<file path="src/rtl/m65enc_pkg.sv">
package m65enc_pkg;

	// Addressing modes
	localparam logic [3:0] MD_ABS  = 4'd0;
	localparam logic [3:0] MD_ABSX = 4'd1;
	localparam logic [3:0] MD_ABSY = 4'd2;
	localparam logic [3:0] MD_IMPL = 4'd3;
	localparam logic [3:0] MD_IMM  = 4'd4;
	localparam logic [3:0] MD_INDX = 4'd5;
	localparam logic [3:0] MD_INDY = 4'd6;
	localparam logic [3:0] MD_IND  = 4'd7;
	localparam logic [3:0] MD_REL  = 4'd8;
	localparam logic [3:0] MD_ZP   = 4'd9;
	localparam logic [3:0] MD_ZPX  = 4'd10;
	localparam logic [3:0] MD_ZPY  = 4'd11;
	localparam logic [3:0] MD_IMMH = 4'd12;
	localparam logic [3:0] MD_IMML = 4'd13;

	// Mnemonics in table order
	localparam logic [5:0] MN_ADC = 6'd0,  MN_AND = 6'd1,  MN_ASL = 6'd2,  MN_BCC = 6'd3;
	localparam logic [5:0] MN_BCS = 6'd4,  MN_BEQ = 6'd5,  MN_BNE = 6'd6,  MN_BMI = 6'd7;
	localparam logic [5:0] MN_BPL = 6'd8,  MN_BVC = 6'd9,  MN_BVS = 6'd10, MN_BIT = 6'd11;
	localparam logic [5:0] MN_BRK = 6'd12, MN_CLC = 6'd13, MN_CLD = 6'd14, MN_CLI = 6'd15;
	localparam logic [5:0] MN_CLV = 6'd16, MN_CMP = 6'd17, MN_CPX = 6'd18, MN_CPY = 6'd19;
	localparam logic [5:0] MN_DEC = 6'd20, MN_DEX = 6'd21, MN_DEY = 6'd22, MN_EOR = 6'd23;
	localparam logic [5:0] MN_INC = 6'd24, MN_INX = 6'd25, MN_INY = 6'd26, MN_JMP = 6'd27;
	localparam logic [5:0] MN_JSR = 6'd28, MN_LDA = 6'd29, MN_LDX = 6'd30, MN_LDY = 6'd31;
	localparam logic [5:0] MN_LSR = 6'd32, MN_NOP = 6'd33, MN_ORA = 6'd34, MN_PHA = 6'd35;
	localparam logic [5:0] MN_PHP = 6'd36, MN_PLA = 6'd37, MN_PLP = 6'd38, MN_ROL = 6'd39;
	localparam logic [5:0] MN_ROR = 6'd40, MN_RTI = 6'd41, MN_RTS = 6'd42, MN_SBC = 6'd43;
	localparam logic [5:0] MN_SEC = 6'd44, MN_SED = 6'd45, MN_SEI = 6'd46, MN_STA = 6'd47;
	localparam logic [5:0] MN_STX = 6'd48, MN_STY = 6'd49, MN_TAX = 6'd50, MN_TAY = 6'd51;
	localparam logic [5:0] MN_TSX = 6'd52, MN_TXA = 6'd53, MN_TXS = 6'd54, MN_TYA = 6'd55;

	localparam logic [1:0] ERR_NONE    = 2'd0;
	localparam logic [1:0] ERR_RANGE   = 2'd1;
	localparam logic [1:0] ERR_ILLEGAL = 2'd2;
	localparam logic [1:0] ERR_PAST64K = 2'd3;

	localparam logic [2:0] FIX_NONE   = 3'd0;
	localparam logic [2:0] FIX_HIGH   = 3'd1;
	localparam logic [2:0] FIX_LOW    = 3'd2;
	localparam logic [2:0] FIX_BYTE   = 3'd3;
	localparam logic [2:0] FIX_BRANCH = 3'd4;
	localparam logic [2:0] FIX_WORD   = 3'd5;

	localparam logic [7:0] NOP_BYTE = 8'hEA;

	typedef struct packed {
		logic [15:0] location;
		logic        value_defined;
		logic [31:0] operand_value;
		logic        zp_request;
		logic [3:0]  addr_mode;
		logic [5:0]  mnemonic;
	} instr_t;

	typedef struct packed {
		logic       hit;
		logic [3:0] kind;
		logic [7:0] opc;
	} lk_t;

	// Stage 1 result: resolved encoding plus operand flags
	typedef struct packed {
		logic        legal;
		logic [3:0]  kind;
		logic [7:0]  opc;
		logic        def;
		logic [15:0] val;
		logic        byte_ok;
		logic [32:0] off;
		logic        loc_top1;
		logic        loc_top2;
	} dec_t;

	// Stage 2 result: bytes ready to emit
	typedef struct packed {
		logic [2:0][7:0] bytes;
		logic [1:0]      n;
		logic [1:0]      err;
		logic [2:0]      fix;
	} emit_t;

	function automatic lk_t alu_op(logic [3:0] mode, logic [7:0] base, logic has_imm);
		lk_t r;
		r = '0;
		r.kind = mode;
		r.hit = 1'b1;
		case (mode)
			MD_IMM: begin
				r.opc = base | 8'h09;
				r.hit = has_imm;
			end
			MD_ABS:  r.opc = base | 8'h0D;
			MD_ZP:   r.opc = base | 8'h05;
			MD_INDX: r.opc = base | 8'h01;
			MD_INDY: r.opc = base | 8'h11;
			MD_ZPX:  r.opc = base | 8'h15;
			MD_ABSX: r.opc = base | 8'h1D;
			MD_ABSY: r.opc = base | 8'h19;
			default: r.hit = 1'b0;
		endcase
		return r;
	endfunction

	function automatic lk_t rmw_op(logic [3:0] mode, logic [7:0] base, logic has_impl);
		lk_t r;
		r = '0;
		r.kind = mode;
		r.hit = 1'b1;
		case (mode)
			MD_ABS:  r.opc = base | 8'h0E;
			MD_ZP:   r.opc = base | 8'h06;
			MD_ZPX:  r.opc = base | 8'h16;
			MD_ABSX: r.opc = base | 8'h1E;
			MD_IMPL: begin
				r.opc = base | 8'h0A;
				r.hit = has_impl;
			end
			default: r.hit = 1'b0;
		endcase
		return r;
	endfunction

	function automatic lk_t one_op(logic [3:0] mode, logic [3:0] want, logic [7:0] opc);
		lk_t r;
		r.kind = mode;
		r.opc = opc;
		r.hit = (mode == want);
		return r;
	endfunction

	function automatic lk_t pick2(logic [3:0] mode, logic [3:0] m0, logic [7:0] o0,
			logic [3:0] m1, logic [7:0] o1);
		lk_t r;
		r.kind = mode;
		r.hit = (mode == m0) || (mode == m1);
		r.opc = (mode == m0) ? o0 : o1;
		return r;
	endfunction

	// Opcode ROM: legal (mnemonic, mode) pairs; branches take abs or zp as rel
	function automatic lk_t rom_lookup(logic [5:0] mn, logic [3:0] mode);
		lk_t r;
		logic [7:0] bop;
		logic [7:0] iop;
		r = '0;
		r.kind = mode;
		bop = 8'h00;
		iop = 8'h00;
		case (mn)
			MN_ADC: r = alu_op(mode, 8'h60, 1'b1);
			MN_AND: r = alu_op(mode, 8'h20, 1'b1);
			MN_CMP: r = alu_op(mode, 8'hC0, 1'b1);
			MN_EOR: r = alu_op(mode, 8'h40, 1'b1);
			MN_ORA: r = alu_op(mode, 8'h00, 1'b1);
			MN_SBC: r = alu_op(mode, 8'hE0, 1'b1);
			MN_STA: r = alu_op(mode, 8'h80, 1'b0);
			MN_LDA: begin
				if (mode == MD_IMMH || mode == MD_IMML) begin
					r.hit = 1'b1;
					r.opc = 8'hA9;
				end else begin
					r = alu_op(mode, 8'hA0, 1'b1);
				end
			end
			MN_ASL: r = rmw_op(mode, 8'h00, 1'b1);
			MN_ROL: r = rmw_op(mode, 8'h20, 1'b1);
			MN_LSR: r = rmw_op(mode, 8'h40, 1'b1);
			MN_ROR: r = rmw_op(mode, 8'h60, 1'b1);
			MN_DEC: r = rmw_op(mode, 8'hC0, 1'b0);
			MN_INC: r = rmw_op(mode, 8'hE0, 1'b0);
			MN_BCC, MN_BCS, MN_BEQ, MN_BNE, MN_BMI, MN_BPL, MN_BVC, MN_BVS: begin
				case (mn)
					MN_BCC: bop = 8'h90;
					MN_BCS: bop = 8'hB0;
					MN_BEQ: bop = 8'hF0;
					MN_BNE: bop = 8'hD0;
					MN_BMI: bop = 8'h30;
					MN_BPL: bop = 8'h10;
					MN_BVC: bop = 8'h50;
					default: bop = 8'h70;
				endcase
				r.hit = (mode == MD_REL) || (mode == MD_ABS) || (mode == MD_ZP);
				r.kind = MD_REL;
				r.opc = bop;
			end
			MN_BIT: r = pick2(mode, MD_ABS, 8'h2C, MD_ZP, 8'h24);
			MN_JMP: r = pick2(mode, MD_ABS, 8'h4C, MD_IND, 8'h6C);
			MN_JSR: r = one_op(mode, MD_ABS, 8'h20);
			MN_CPX: begin
				r = pick2(mode, MD_ABS, 8'hEC, MD_ZP, 8'hE4);
				if (mode == MD_IMM) begin
					r.hit = 1'b1;
					r.opc = 8'hE0;
				end
			end
			MN_CPY: begin
				r = pick2(mode, MD_ABS, 8'hCC, MD_ZP, 8'hC4);
				if (mode == MD_IMM) begin
					r.hit = 1'b1;
					r.opc = 8'hC0;
				end
			end
			MN_LDX: begin
				r.hit = 1'b1;
				case (mode)
					MD_IMM, MD_IMMH, MD_IMML: r.opc = 8'hA2;
					MD_ABS:  r.opc = 8'hAE;
					MD_ZP:   r.opc = 8'hA6;
					MD_ABSY: r.opc = 8'hBE;
					MD_ZPY:  r.opc = 8'hB6;
					default: r.hit = 1'b0;
				endcase
			end
			MN_LDY: begin
				r.hit = 1'b1;
				case (mode)
					MD_IMM, MD_IMMH, MD_IMML: r.opc = 8'hA0;
					MD_ABS:  r.opc = 8'hAC;
					MD_ZP:   r.opc = 8'hA4;
					MD_ABSX: r.opc = 8'hBC;
					MD_ZPX:  r.opc = 8'hB4;
					default: r.hit = 1'b0;
				endcase
			end
			MN_STX: begin
				r = pick2(mode, MD_ABS, 8'h8E, MD_ZP, 8'h86);
				if (mode == MD_ZPY) begin
					r.hit = 1'b1;
					r.opc = 8'h96;
				end
			end
			MN_STY: begin
				r = pick2(mode, MD_ABS, 8'h8C, MD_ZP, 8'h84);
				if (mode == MD_ZPX) begin
					r.hit = 1'b1;
					r.opc = 8'h94;
				end
			end
			MN_BRK, MN_CLC, MN_CLD, MN_CLI, MN_CLV, MN_DEX, MN_DEY, MN_INX, MN_INY,
			MN_NOP, MN_PHA, MN_PHP, MN_PLA, MN_PLP, MN_RTI, MN_RTS, MN_SEC, MN_SED,
			MN_SEI, MN_TAX, MN_TAY, MN_TSX, MN_TXA, MN_TXS, MN_TYA: begin
				case (mn)
					MN_BRK: iop = 8'h00;
					MN_CLC: iop = 8'h18;
					MN_CLD: iop = 8'hD8;
					MN_CLI: iop = 8'h58;
					MN_CLV: iop = 8'hB8;
					MN_DEX: iop = 8'hCA;
					MN_DEY: iop = 8'h88;
					MN_INX: iop = 8'hE8;
					MN_INY: iop = 8'hC8;
					MN_NOP: iop = 8'hEA;
					MN_PHA: iop = 8'h48;
					MN_PHP: iop = 8'h08;
					MN_PLA: iop = 8'h68;
					MN_PLP: iop = 8'h28;
					MN_RTI: iop = 8'h40;
					MN_RTS: iop = 8'h60;
					MN_SEC: iop = 8'h38;
					MN_SED: iop = 8'hF8;
					MN_SEI: iop = 8'h78;
					MN_TAX: iop = 8'hAA;
					MN_TAY: iop = 8'hA8;
					MN_TSX: iop = 8'hBA;
					MN_TXA: iop = 8'h8A;
					MN_TXS: iop = 8'h9A;
					default: iop = 8'h98;
				endcase
				r = one_op(mode, MD_IMPL, iop);
			end
			default: r.hit = 1'b0;
		endcase
		return r;
	endfunction

endpackage

</file>
<file path="src/rtl/mos6502_instruction_encoder.sv">
// 6502 instruction encoder. Each item on the slave side is one parsed
// instruction; the master side returns its object bytes one per item, opcode
// first and 16-bit operands little-endian, with tlast on the final byte and
// the error and fixup codes repeated on every byte. Three register stages
// (opcode ROM and operand flags, operand byte build, byte serializer) make
// up the pipeline. The serializer sends one byte per cycle while m_tready
// is high; an instruction has 1 to 3 bytes: implied
// forms 1, one-byte operands 2, word operands and illegal combinations 3.
// A new instruction is taken while the previous one is still being sent.
module mos6502_instruction_encoder
	import m65enc_pkg::*;
(
	input  logic        clk,
	input  logic        arst_n,
	input  logic        s_tvalid,
	output logic        s_tready,
	// mnemonic, addr_mode, zp_request, operand_value, value_defined, location
	input  logic [63:0] s_tdata,
	output logic        m_tvalid,
	input  logic        m_tready,
	// code_byte
	output logic [7:0]  m_tdata,
	output logic        m_tlast,
	// error_code, fixup_kind
	output logic [4:0]  m_tuser
);

	instr_t instr;
	dec_t   dec;
	emit_t  emit;
	logic   dec_valid;
	logic   dec_ready;
	logic   emit_valid;
	logic   emit_ready;

	assign instr = s_tdata[59:0];

	m65enc_decode u_decode (
		.clk       (clk),
		.arst_n    (arst_n),
		.in_valid  (s_tvalid),
		.in_ready  (s_tready),
		.in_data   (instr),
		.out_valid (dec_valid),
		.out_ready (dec_ready),
		.out_data  (dec)
	);

	m65enc_operand u_operand (
		.clk       (clk),
		.arst_n    (arst_n),
		.in_valid  (dec_valid),
		.in_ready  (dec_ready),
		.in_data   (dec),
		.out_valid (emit_valid),
		.out_ready (emit_ready),
		.out_data  (emit)
	);

	m65enc_serial u_serial (
		.clk      (clk),
		.arst_n   (arst_n),
		.in_valid (emit_valid),
		.in_ready (emit_ready),
		.in_data  (emit),
		.m_tvalid (m_tvalid),
		.m_tready (m_tready),
		.m_tdata  (m_tdata),
		.m_tlast  (m_tlast),
		.m_tuser  (m_tuser)
	);

endmodule

</file>
<file path="src/rtl/m65enc_decode.sv">
module m65enc_decode
	import m65enc_pkg::*;
(
	input  logic   clk,
	input  logic   arst_n,
	input  logic   in_valid,
	output logic   in_ready,
	input  instr_t in_data,
	output logic   out_valid,
	input  logic   out_ready,
	output dec_t   out_data
);

	logic       valid_s1;
	dec_t       data_s1;
	dec_t       nxt;
	lk_t        lk_d;
	lk_t        lk_z;
	logic [3:0] zp_mode;
	logic       zp_fit;
	logic       use_z;

	always_comb begin
		case (in_data.addr_mode)
			MD_ABS:  zp_mode = MD_ZP;
			MD_ABSX: zp_mode = MD_ZPX;
			default: zp_mode = MD_ZPY;
		endcase
		lk_d = rom_lookup(in_data.mnemonic, in_data.addr_mode);
		lk_z = rom_lookup(in_data.mnemonic, zp_mode);
		zp_fit = in_data.zp_request && in_data.value_defined
			&& (in_data.operand_value[31:8] == 24'd0);
		// shrink absolute forms when illegal as written or when asked and in range
		use_z = (!lk_d.hit || zp_fit) && (in_data.addr_mode <= MD_ABSY) && lk_z.hit;

		nxt.legal    = use_z || lk_d.hit;
		nxt.kind     = use_z ? lk_z.kind : lk_d.kind;
		nxt.opc      = use_z ? lk_z.opc : lk_d.opc;
		nxt.def      = in_data.value_defined;
		nxt.val      = in_data.operand_value[15:0];
		nxt.byte_ok  = (in_data.operand_value[31:8] == 24'd0)
			|| (in_data.operand_value[31:8] == 24'hFFFFFF);
		nxt.off      = {in_data.operand_value[31], in_data.operand_value}
			- {17'd0, in_data.location} - 33'd2;
		nxt.loc_top1 = (in_data.location == 16'hFFFF);
		nxt.loc_top2 = (in_data.location[15:1] == 15'h7FFF);
	end

	assign in_ready  = !valid_s1 || out_ready;
	assign out_valid = valid_s1;
	assign out_data  = data_s1;

	always_ff @(posedge clk or negedge arst_n) begin
		if (!arst_n) begin
			valid_s1 <= 1'b0;
		end else if (in_ready) begin
			valid_s1 <= in_valid;
		end
	end

	always_ff @(posedge clk) begin
		if (in_valid && in_ready) begin
			data_s1 <= nxt;
		end
	end

endmodule

</file>
<file path="src/rtl/m65enc_operand.sv">
module m65enc_operand
	import m65enc_pkg::*;
(
	input  logic  clk,
	input  logic  arst_n,
	input  logic  in_valid,
	output logic  in_ready,
	input  dec_t  in_data,
	output logic  out_valid,
	input  logic  out_ready,
	output emit_t out_data
);

	logic  valid_s2;
	emit_t data_s2;
	emit_t nxt;
	logic  off_ok;
	logic  kind_sel;

	always_comb begin
		off_ok = (in_data.off[32:7] == 26'd0) || (in_data.off[32:7] == {26{1'b1}});
		kind_sel = in_data.kind == MD_IMMH;
		nxt.bytes    = '0;
		nxt.bytes[0] = in_data.opc;
		nxt.err      = ERR_NONE;
		nxt.fix      = FIX_NONE;
		nxt.n        = 2'd2;
		if (!in_data.legal) begin
			nxt.n     = 2'd3;
			nxt.bytes = {NOP_BYTE, NOP_BYTE, NOP_BYTE};
			nxt.err   = ERR_ILLEGAL;
		end else begin
			case (in_data.kind)
				MD_IMPL: nxt.n = 2'd1;
				MD_IMMH, MD_IMML: begin
					if (!in_data.def) begin
						nxt.fix = kind_sel ? FIX_HIGH : FIX_LOW;
					end else begin
						nxt.bytes[1] = kind_sel ? in_data.val[15:8] : in_data.val[7:0];
					end
				end
				MD_IMM, MD_INDX, MD_INDY, MD_ZP, MD_ZPX, MD_ZPY: begin
					if (!in_data.def) begin
						nxt.fix = FIX_BYTE;
					end else if (!in_data.byte_ok) begin
						nxt.err = ERR_RANGE;
					end else begin
						nxt.bytes[1] = in_data.val[7:0];
					end
				end
				MD_REL: begin
					if (!in_data.def) begin
						nxt.fix = FIX_BRANCH;
					end else if (!off_ok) begin
						nxt.err = ERR_RANGE;
					end else begin
						nxt.bytes[1] = in_data.off[7:0];
					end
				end
				default: begin
					nxt.n = 2'd3;
					if (!in_data.def) begin
						nxt.fix = FIX_WORD;
					end else begin
						nxt.bytes[1] = in_data.val[7:0];
						nxt.bytes[2] = in_data.val[15:8];
					end
				end
			endcase
		end
		// overrides any other error
		if ((nxt.n == 2'd2 && in_data.loc_top1) || (nxt.n == 2'd3 && in_data.loc_top2)) begin
			nxt.err = ERR_PAST64K;
		end
	end

	assign in_ready  = !valid_s2 || out_ready;
	assign out_valid = valid_s2;
	assign out_data  = data_s2;

	always_ff @(posedge clk or negedge arst_n) begin
		if (!arst_n) begin
			valid_s2 <= 1'b0;
		end else if (in_ready) begin
			valid_s2 <= in_valid;
		end
	end

	always_ff @(posedge clk) begin
		if (in_valid && in_ready) begin
			data_s2 <= nxt;
		end
	end

endmodule

</file>
<file path="src/rtl/m65enc_serial.sv">
module m65enc_serial
	import m65enc_pkg::*;
(
	input  logic       clk,
	input  logic       arst_n,
	input  logic       in_valid,
	output logic       in_ready,
	input  emit_t      in_data,
	output logic       m_tvalid,
	input  logic       m_tready,
	output logic [7:0] m_tdata,
	output logic       m_tlast,
	output logic [4:0] m_tuser
);

	logic       valid_s3;
	emit_t      data_s3;
	logic [1:0] idx_s3;
	logic       last;

	assign last     = idx_s3 == (data_s3.n - 2'd1);
	assign in_ready = !valid_s3 || (m_tready && last);

	always_comb begin
		case (idx_s3)
			2'd0:    m_tdata = data_s3.bytes[0];
			2'd1:    m_tdata = data_s3.bytes[1];
			default: m_tdata = data_s3.bytes[2];
		endcase
	end

	assign m_tvalid = valid_s3;
	assign m_tlast  = last;
	assign m_tuser  = {data_s3.fix, data_s3.err};

	always_ff @(posedge clk or negedge arst_n) begin
		if (!arst_n) begin
			valid_s3 <= 1'b0;
			idx_s3   <= 2'd0;
		end else if (in_ready) begin
			valid_s3 <= in_valid;
			idx_s3   <= 2'd0;
		end else if (m_tready) begin
			// advance to the next byte of the held item
			idx_s3 <= idx_s3 + 2'd1;
		end
	end

	always_ff @(posedge clk) begin
		if (in_valid && in_ready) begin
			data_s3 <= in_data;
		end
	end

endmodule

</file>
<file path="config.mk">
export PLATFORM = sky130hd
export DESIGN_NAME = mos6502_instruction_encoder
export DESIGN_NICKNAME = d
export VERILOG_FILES = /design/src/rtl/m65enc_pkg.sv /design/src/rtl/mos6502_instruction_encoder.sv /design/src/rtl/m65enc_decode.sv /design/src/rtl/m65enc_operand.sv /design/src/rtl/m65enc_serial.sv
export SDC_FILE = /design/constraint.sdc
export NUM_CORES = 1
export LEC_CHECK = 0
export BUFFER_PORTS_ARGS = -buffer_cell sky130_fd_sc_hd__buf_2
export CAP_MARGIN = 10
export CORE_MARGIN = 2
export CORE_UTILIZATION = 65
export DETAILED_ROUTE_END_ITERATION = 10
export PLACE_DENSITY = 0.82
export SLEW_MARGIN = 40
export SYNTH_ARGS = -nofsm -noshare
export SYNTH_HDL_FRONTEND = slang
export SYNTH_SLANG_ARGS = --single-unit
</file>
<file path="constraint.sdc">
create_clock -name clk -period 4.7 [get_ports clk]
set_input_delay 0 -clock clk [delete_from_list [all_inputs] [get_ports clk]]
set_output_delay 0 -clock clk [all_outputs]
set_load 0.03 [all_outputs]
</file>
==> impl_metrics.ini <==
[sta]
report.final.slew_viol_count = 0
setup_violations = 0
tightest_slew_ns = 1.02
max_freq_mhz = 278
hold_viol = 0
relSlewSlack_pct = 31.7
period_needed_ns = 3.60
rsz0062_at_grt = false
fin_crit_sh_pct = 76.6
tns_ns = 0
clock_skew_ns = 0.0110
whs_ns = 0.0803

[pwr]
p_leak_nw = 3.94
ir_worst_vdd_mv = 0.311
powerDensity_nw_per_um2 = 421

[run]
drv_cap = 0

[setup_path]
end_kind = flop
cp_slowest_stage_delay_ns = 0.56
ff2ff_path_depth = 7
r2r_setup_slack_ns = 1.95
cp_max_fo = 6
crit_path_frequent_cell = inv_1
critPathArrivalTime_ns = 3.74
worstReg2RegStart = u_serial.data_s3[6]
crit_path_start_kind = input pin
reg2reg_to = u_decode.out_data[38]
cpMaxStageDelayCell = o31ai_1
crit_chain = dlygate4sd3_1 > buf_2 > inv_1 > ha_1 > inv_1 > ha_1 > inv_1 > fa_1 > nor2b_1 > o21ai_0 > a21boi_0 > nor3_1 > o31ai_1 > a311o_1 > nor4b_1 > xor2_1
path_class = in -> reg
required_ns = 4.84
crit_path_start = s_tdata[12]
crit_end = u_decode.out_data[31]

[logic_synthesis]
synth_xor_xnor_area_share_pct = 3.14
async_reset_ff_share_pct = 3.76
avgSynthCellArea_sq_um = 9.70
seq_area_frac_synth_pct = 45.9
synth_top_flop_cell = edfxtp_1
synthesis.area_sq_um = 8640
synth_fa_ha_area_share_pct = 6.46
ys_seq_elements = 133
synthesis.nets = 1003
synth_compound_area_share_pct = 16.7
synth_edf_count = 128
synth_top_family_by_area = simple AND/OR/NAND/NOR gates
synthDistinctLibCells = 79
synthCells = 891
yosys_warnings = 0
synth.mux.area_fraction_pct = 1.69
yosys.area_share.simple_pct = 20.2

[place]
globalplace.congestion = 0.987
placed_cell_area_sq_um = 9070
hpwl_mm = 14.8
numPortBuffers = 79

[final_layout]
nets = 1093
drive_above_1_share_pct = 13.4
diodes = 0
finish.instance_area_sq_um = 10100
area_delta_synth_final_pct = 16.6

[detailed_routing]
wire_per_inst_um = 19.0
antenna_left = 0
via_count = 7451
dr.first_iter.drc_count = 741
drt_wl_total_mm = 22.3
via_per_inst = 6.37
drc = 0
first_pass_iters = 8

[global_routing]
grt_max_degree = 59
grt_pass1_wl_mm = 35.4
grt_antenna_before_repair = 0
grt.total_usage_pct = 31.9
grt_pass1_vias = 6968
overflow = 0

[worst_hold_path]
hold_path.class = in -> reg
hold_start = s_tdata[48]

[clock_network]
cts_tree = built
cts_buffer_depth = 2
htreeDepth = 4
cts_made_buffers = 17
ctsResizeCount = 0
cts.clk_slew.worst_paths_ns = 0.06
numClockSinks = 133
cts_root_buf = clkbuf_16
clk_latency_ns = 0.41

[floorplanning]
die-area_sq_um = 14200
rows = 42
die_width_um = 119
initial_utilization_pct = 66.0
core_sq_um = 13100
io_pins = 84
chipHeight_um = 119

[outcome]
outcome = finished, final reports clean
cells in the mapped netlist, drive strengths merged, types with 16 or more instances:
cell,number,share of area [%]
nor3,25,1.4
nand4,20,1.4
o21ai,43,2.6
nand2,89,3.9
clkbuf,30,1.3
xor2,16,1.6
nand3,18,1.0
and2,20,1.5
edfxtp,128,44
a21oi,38,2.2
nor2,65,2.9
a22oi,19,1.7
inv,72,3.1
ha,43,6.2
buf,21,1.5
nor4,18,1.4
nand2b,23,1.7
how the worst min path moves through the flow:
stage | depth (start not counted) | to | slack, ns
after floorplan | 0 | u_decode.out_valid | -0.30
after global placement | 1 | u_decode.out_valid | -0.18
after detailed placement | 1 | u_decode.out_valid | -0.18
after CTS | 3 | u_decode.out_data[0] | 0.02
after global routing | 3 | u_decode.out_data[0] | 0.06
final | 3 | u_decode.out_data[0] | 0.08
power by group:
part           leakage (nW)  switching (mW)  internal, mW
sequential             1.22           0.110          1.63
clock                 0.299           0.497         0.895
combinational          2.42           0.743         0.363
total                  3.94            1.35          2.89
flip-flops by register name, indices dropped and copies added (netlist names):
signal	cells
u_serial.idx_s3	2
u_serial.data_s3	26
u_decode.out_valid	1
u_operand.out_valid	1
u_serial.m_tuser	5
u_decode.out_data	66
u_operand.out_data	31
u_serial.m_tvalid	1
worst max-delay path, delay by kind of cell:
family	cells	cell delay, ns
AO/OA/AOI/OAI	4	1.48
XOR/XNOR	1	0.15
adder cells (fa/ha/maj)	3	0.87
buffers and inverters	5	0.84
AND/OR/NAND/NOR	3	0.39
cell usage in the layout (no fill, tap or decap), types with 6 or more instances in the layout:
cell type | netlist | routed
nand2b_1 | 23 | 23
nand3_1 | 18 | 18
o211ai_1 | 11 | 11
and2_1 | 19 | 18
nand3b_1 | 10 | 10
a22oi_1 | 19 | 19
a2111oi_0 | 6 | 6
dlygate4sd3_1 | 0 | 37
nand2_1 | 89 | 89
o21ai_0 | 39 | 39
nor3_1 | 25 | 25
xor2_1 | 16 | 16
a21o_1 | 10 | 10
a211oi_1 | 6 | 6
buf_2 | 9 | 79
a31oi_1 | 13 | 13
buf_4 | 6 | 6
clkbuf_16 | 0 | 17
nand4_1 | 20 | 20
inv_1 | 71 | 71
o31ai_1 | 9 | 9
and3_1 | 7 | 7
nor2b_1 | 14 | 13
mux2i_1 | 9 | 9
xnor2_1 | 15 | 15
or3_1 | 6 | 6
ha_1 | 43 | 43
a21oi_1 | 38 | 38
a21boi_0 | 6 | 6
edfxtp_1 | 128 | 128
nor4_1 | 17 | 17
nor2_1 | 64 | 64
o22ai_1 | 6 | 6
stage by stage:
stage	power [mW]	setup WS, ns	util, %	std cells
after floorplan	2.51	0.515	-	891
after global placement	2.77	1.31	69.3	1101
after detailed placement	2.80	1.29	69.3	1101
after CTS	4.21	1.26	77.0	1170
after global routing	4.43	0.819	77.0	1170
final	4.24	1.10	77.0	1170
final cells by class:
| cell class | instances | area [sq um] |
|---|---|---|
| well taps | 176 | 220 |
| repair buffers | 122 | 811 |
| inverters | 72 | 270 |
| fillers | 848 | 3010 |
| clock buffers | 18 | 429 |
| clock inverters | 14 | 198 |
| flip-flops and latches | 133 | 3970 |
| multi-input cells | 635 | 4170 |
routing by layer:
metal	up-vias	share of wire [%]	GRT usage (%)
li1	3488	-	-
met4	0	3.4	12.6
met5	-	0	0
met3	80	8.9	6.18
met1	3416	39	41.3
met2	467	49	53.3
cells by family (layout without fill, tap and decap cells):
family,Yosys count,count (layout)
adder cells (fa/ha/maj),44,44
AO/OA/AOI/OAI,210,210
AND/OR/NAND/NOR,337,337
flip-flops,133,133
buffers and inverters,123,226
XOR/XNOR,31,31
multiplexers,13,13
timing repair:
action / in CTS / in global routing
buffers inserted: 0 / 0
hold buffers: 37 / 0
endpoints found under the hold margin: 42 / 0
No activity file was read; power rests on OpenSTA's default activity.
